**src/adcs_pkg.sv**
```systemverilog
// Package: constants and types for the axis dead zone and curve scaler.
package adcs_pkg;

    localparam int AXIS_COUNT_MAX_DEF = 6;
    localparam int FRACTION_BITS_DEF  = 16;

    localparam int CFG_IDX_W  = 3;
    localparam int CFG_DATA_W = 7;

    localparam logic [CFG_IDX_W-1:0] REG_DEAD_ZONE   = 3'd0;
    localparam logic [CFG_IDX_W-1:0] REG_SENSITIVITY = 3'd1;
    localparam logic [CFG_IDX_W-1:0] REG_AXIS_COUNT  = 3'd2;
    localparam logic [CFG_IDX_W-1:0] REG_TRIGGERS    = 3'd3;
    localparam logic [CFG_IDX_W-1:0] REG_ABS_MASK    = 3'd4;

    localparam int RANGE_MAX = 32767;

    // Fields of one result transfer.
    typedef struct packed {
        logic [17:0] position;
        logic [2:0]  axis_echo;
        logic        axis_present;
    } t_result;

endpackage

```
**src/adcs_divider.sv**
```systemverilog
// Pipelined restoring divider: one quotient bit per stage, stall-aware.
module adcs_divider
    import adcs_pkg::*;
#(
    parameter int NUM_W = 41,
    parameter int DEN_W = 17,
    parameter int TAG_W = 8
) (
    input  logic             i_clk,
    input  logic             i_rst_n,
    input  logic             i_en,
    input  logic             i_valid,
    input  logic [NUM_W-1:0] i_num,
    input  logic [DEN_W-1:0] i_den,
    input  logic [TAG_W-1:0] i_tag,
    output logic             o_valid,
    output logic [NUM_W-1:0] o_quot,
    output logic [TAG_W-1:0] o_tag
);
    localparam int REM_W = DEN_W + 1;

    // stage k holds its outputs at index k
    logic             r_vld [NUM_W];
    logic [NUM_W-1:0] r_num [NUM_W];
    logic [REM_W-1:0] r_rem [NUM_W];
    logic [DEN_W-1:0] r_den [NUM_W];
    logic [TAG_W-1:0] r_tag [NUM_W];

    for (genvar k = 0; k < NUM_W; k++) begin : g_stage
        logic             w_vld_in;
        logic [NUM_W-1:0] w_num_in;
        logic [REM_W-1:0] w_rem_in;
        logic [DEN_W-1:0] w_den_in;
        logic [TAG_W-1:0] w_tag_in;
        logic [REM_W-1:0] n_sh;
        logic [REM_W:0]   n_diff;

        if (k == 0) begin : g_first
            assign w_vld_in = i_valid;
            assign w_num_in = i_num;
            assign w_rem_in = '0;
            assign w_den_in = i_den;
            assign w_tag_in = i_tag;
        end else begin : g_next
            assign w_vld_in = r_vld[k-1];
            assign w_num_in = r_num[k-1];
            assign w_rem_in = r_rem[k-1];
            assign w_den_in = r_den[k-1];
            assign w_tag_in = r_tag[k-1];
        end

        always_comb begin
            n_sh   = {w_rem_in[REM_W-2:0], w_num_in[NUM_W-1]};
            n_diff = {1'b0, n_sh} - {2'b00, w_den_in};
        end
        always_ff @(posedge i_clk) begin
            if (!i_rst_n) begin
                r_vld[k] <= 1'b0;
            end else if (i_en) begin
                r_vld[k] <= w_vld_in;
            end
            if (i_en) begin
                r_den[k] <= w_den_in;
                r_tag[k] <= w_tag_in;
                if (!n_diff[REM_W]) begin
                    r_rem[k] <= n_diff[REM_W-1:0];
                    r_num[k] <= {w_num_in[NUM_W-2:0], 1'b1};
                end else begin
                    r_rem[k] <= n_sh;
                    r_num[k] <= {w_num_in[NUM_W-2:0], 1'b0};
                end
            end
        end
    end

    assign o_valid = r_vld[NUM_W-1];
    assign o_quot  = r_num[NUM_W-1];
    assign o_tag   = r_tag[NUM_W-1];
endmodule

```
**config.mk**
```make
export PLATFORM = sky130hd
export DESIGN_NAME = adcs_divider
export DESIGN_NICKNAME = d
export VERILOG_FILES = /design/src/adcs_pkg.sv /design/src/adcs_divider.sv
export SDC_FILE = /design/constraint.sdc
export NUM_CORES = 2
export LEC_CHECK = 0
export BUFFER_PORTS_ARGS = -buffer_cell sky130_fd_sc_hd__buf_2
export CORE_MARGIN = 5
export CORE_UTILIZATION = 63
export DETAILED_ROUTE_END_ITERATION = 7
export HOLD_SLACK_MARGIN = 0.05
export PLACE_DENSITY = 0.79
export RECOVER_POWER = 100
export SETUP_SLACK_MARGIN = 0.15
export SYNTH_ARGS = -nofsm -noshare
export SYNTH_HDL_FRONTEND = slang
export SYNTH_SLANG_ARGS = --single-unit
```
**constraint.sdc**
```tcl
create_clock -name i_clk -period 4.2 [get_ports i_clk]
set_input_delay 1.05 -clock i_clk [delete_from_list [all_inputs] [get_ports i_clk]]
set_output_delay 1.05 -clock i_clk [all_outputs]
set_load 0.05 [all_outputs]
```
Word-level counts from Yosys, hierarchy flattened
Memories as Yosys holds them, arrays and structs flattened.
Cells that the tools add are included.
Word-level totals
  output and inout bits: 50
  register bits: 0
  memories: 5
  bits in writable memories: 3485
Memories
  r_num: depth 41, bits a word 41, read ports 41, clocked after memory_dff 0, write ports 41, line adcs_divider.sv:24  | logic [NUM_W-1:0] r_num [NUM_W];
  r_rem: depth 41, bits a word 18, read ports 40, clocked after memory_dff 0, write ports 41, line adcs_divider.sv:25  | logic [REM_W-1:0] r_rem [NUM_W];
  r_den: depth 41, bits a word 17, read ports 40, clocked after memory_dff 0, write ports 41, line adcs_divider.sv:26  | logic [DEN_W-1:0] r_den [NUM_W];
  r_tag: depth 41, bits a word 8, read ports 41, clocked after memory_dff 0, write ports 41, line adcs_divider.sv:27  | logic [TAG_W-1:0] r_tag [NUM_W];
  r_vld: depth 41, bits a word 1, read ports 41, clocked after memory_dff 0, write ports 41, line adcs_divider.sv:23  | logic r_vld [NUM_W];
Operators by class
  add/subtract/negate cells: 41
  bitwise logic cells: 123
  multiplexer cells: 374
Operator list (count)
  41-bit two-way mux: 41
  18-bit by 17-bit subtractor with 19-bit output: 40
  18-bit two-way mux: 41
  1-bit two-way mux: 292
  1-bit bitwise OR: 123
  1-bit by 17-bit subtractor with 18-bit output: 1

Depth between registers and ports, before layout
An unclocked memory read counts as a cell.
  depth after elaboration: 6
  gate-level depth with buffers: 14
  depth with buffers taken out: 13

Worst setup path before layout
OpenSTA, ideal clock, no wires.
  path type: register to register
  start point: memory r_num[31][40], in the netlist r_num[1][655]
  end point: memory r_rem[4][10] (netlist name) (data pin)
  arrival time: 3351 ps
  path slack: 589 ps
  cell stages (with the launch flop): 15
  data required time: 3940 ps
  path through: edfxtp_1 inv_1 ha_1 inv_1 fa_1 a21o_1 a211oi_2 o21ai_1 a311oi_2 o21ai_1 a21oi_2 o21ai_2 a2111oi_4 buf_6 mux2_2
RTL lines (line)
  from (decl): adcs_divider.sv:24
  to (decl): adcs_divider.sv:25

==> results.md <==
- First-pass GRT wire length: 406 mm
- Share of the synthesized area in the top cell type: 72.0%
- Violated checks: DRC, capacitance limit, slew limit
- Share of post-route cells with drive strength above 1: 9.00%
- Compound-Gate Fraction of Synth Area: 7.46%
- Skew final: 0.0779 ns
- Data required time of the worst path: 4.84 ns
- P_leak: 59.2 nW
- Hold Fails Final Rpt: 0
- Worst Tran Pin Value: 1.94 ns
- Area growth, synth to finish: 10.5%
- DRT Pass-1 Iters: 8
- Initial core utilization: 63.3%
- RSZ-0062 raised after global routing: no
- Most frequent cell after synthesis: edfxtp_1
- CTS tree: done
- Gpl congestion: 0.891
- Pwr per Cell Area: 670 nW/um^2
- Clk root buf: clkbuf_16
- Cell Rows: 174
- Relative slew margins: -29.3%
- Max clock buf depth: 4
- Post-synthesis sequential area ratio: 72.0%
- Core Footprint: 225000 sq um
- Worst-path fanout max: 16
- Final setup vio count: 0
- Vias per cell: 5.77
- Initial antenna violation count: 3
- WL/cell: 19.5 um
- CTS sink cnt: 3410
- Yosys Warn Count: 0
- Synth Instances: 9337
- Fin crit period: 3.92 ns
- Cell accounting for the most synthesized area: edfxtp_1
- Critical Path AT: 4.56 ns
- Worst Reg-to-Reg Cells: 10
- Synthesized cell area: 142000 sq um
- Final worst-path cycle share: 93.2%
- Max Fclk: 255 MHz
- Ports: 120
- Syn avg cell area: 15.2 sq um
- Post-route DRC: 1
- DP HPWL: 159 mm
- Setup Fix Bufs, Post-CTS: 0
- Area contributors post-synth: edfxtp_1, ha_1, inv_1
- Fin. max-slew vios: 1268
- DRT antenna net count: 0
- IO Port Bufs: 119
- Largest family of logic cells by synthesized area: compound AO/OA/AOI/OAI gates
- Critical Path Start Type: flip-flop
- Setup_tns: 0 ns
- H-tree Lvls: 5
- Mux contribution to synthesized area: 2.79%
- Die Width: 485 um
- Worst Setup End Kind: flip-flop
- Post-Synth Simple-Gate Area: 5.78%
- Peak supply drop: 455 uV
- Yosys reg bits: 3410
- Clock latency on the worst-skew pair: 0.96 ns
- Xor-xnor portion of the synthesized cell area: 2.68%
- Die Height: 485 um
- Post-synth EDFFs: 3408
- Nets: 10512
- Drt first-iter violations: 6286
- Pin count of the biggest net entering global routing: 233
- Fin Hold WS: 0.283 ns
- Via count: 74784
- Hold_buf cts: 0
- Post-Synth Adder-Cell Area: 6.54%
- Vias in the first global route: 76191
- Clock transition at the registers of the reported paths: 0.06 ns
- HP Class: primary input to flip-flop
- Count of cell types in the netlist: 81
- Global route overflow: 0
- Max Cap Violations: 9
- Post-Route WL: 253 mm
- WS Path Type: flip-flop to flip-flop
- GRT Util Overall: 21.4%
- Synth top cells by count: edfxtp_1, inv_1, ha_1
- Outcome: finished with violations
- Async SR Flop Fraction: 0%
- Num CTS Buffers: 346
- Main flop type after synthesis: edfxtp_1
- Syn Nets: 10127
- Hold path depth: 1
- Die ar.: 235000 sq um
-- registers in the layout, summed over array words and instances (netlist names) --
signal / count
r_rem: 680
r_den: 680
r_num: 1681
r_tag: 328
r_vld: 41
-- kinds of logic after synthesis --
logic type | after synthesis
buffers and inverters | 1032
adder cells (fa/ha/maj) | 720
XOR/XNOR | 435
multiplexers | 357
flip-flops | 3410
AND/OR/NAND/NOR | 1695
AO/OA/AOI/OAI | 1688
-- cells in the final DEF (no fill, tap or decap), types with 27 or more instances in the layout --
| cell type | count |
|---|---|
| edfxtp_1 | 3408 |
| inv_1 | 858 |
| ha_1 | 681 |
| o21ai_0 | 495 |
| nand2_1 | 465 |
| a21oi_1 | 453 |
| nor2_1 | 421 |
| clkbuf_16 | 350 |
| mux2_2 | 268 |
| xnor2_1 | 253 |
| xor2_1 | 182 |
| clkbuf_1 | 155 |
| a21o_1 | 142 |
| o21a_1 | 136 |
| nor2b_1 | 133 |
| nor3_1 | 122 |
| nand2b_1 | 113 |
| nand3_1 | 103 |
| and3_1 | 96 |
| clkinv_1 | 71 |
| a31oi_1 | 67 |
| mux2i_1 | 63 |
| clkinv_2 | 60 |
| or3_1 | 54 |
| o31a_1 | 50 |
| buf_2 | 50 |
| o31ai_1 | 41 |
| a211oi_1 | 40 |
| fa_1 | 39 |
| and2_1 | 36 |
| and2_0 | 35 |
| nand4_1 | 33 |
| bufinv_16 | 28 |
| o211ai_1 | 27 |
| clkbuf_2 | 27 |
-- layout make-up --
class | instances | area (sq um)
flip-flops and latches | 3410 | 102000
fillers | 14150 | 67600
multi-input cells | 4895 | 35900
clock buffers | 413 | 8990
well taps | 2992 | 3740
inverters | 859 | 3220
clock inverters | 186 | 1670
repair buffers | 210 | 1160
diodes | 2 | 5.00
-- critical path, cell delays in order, from the launching register on --
cell and delay (ns):
edfxtp_1 0.43, ha_1 0.24, fa_1 0.41, nor2b_1 0.18, o2111ai_1 0.16, and3_1 0.24
o311ai_0 0.45, a31oi_1 0.21, o21ai_0 0.42, a21o_1 0.52, mux2_2 0.40
-- per-layer routing --
layer	part of all wire, %	wire length (um)	global-route usage [%]
met1	40	100000	27.1
met2	51	128000	37.3
met3	5.0	12600	3.07
met4	4.6	11600	8.82
met5	0	0	0
-- final timing paths --
kind,from,end,slack [ns]
min reg2reg,r_num[1][288],r_num[1][330],0.37
max,r_den[2][102],r_rem[2][133],0.28
min,i_num[5],r_num[0][6],0.28
max reg2reg,r_den[2][102],r_rem[2][133],0.28
-- what timing repair did --
action,CTS,global route
endpoints found under the setup margin,0,57
resized for setup,0,8
endpoints found under the hold margin,0,0
-- report_power, final --
part           switching [mW]  internal [mW]
clock                    12.3           16.9
combinational            15.7           12.9
sequential               2.82           44.5
-- stage by stage --
stage	utilization [%]	instance area [sq um]	instances	setup slack [ns]	total power, mW
after CTS	70.1	157000	12965	0.227	106
after global routing	69.9	157000	12967	0.0839	111
final	69.9	157000	12967	0.284	105
after floorplan	-	142000	9337	0.589	68.9
after detailed placement	65.3	147000	12366	0.275	75.9
after global placement	65.3	147000	12366	0.475	74.3
Note: power is estimated with default switching activity, not from simulation.
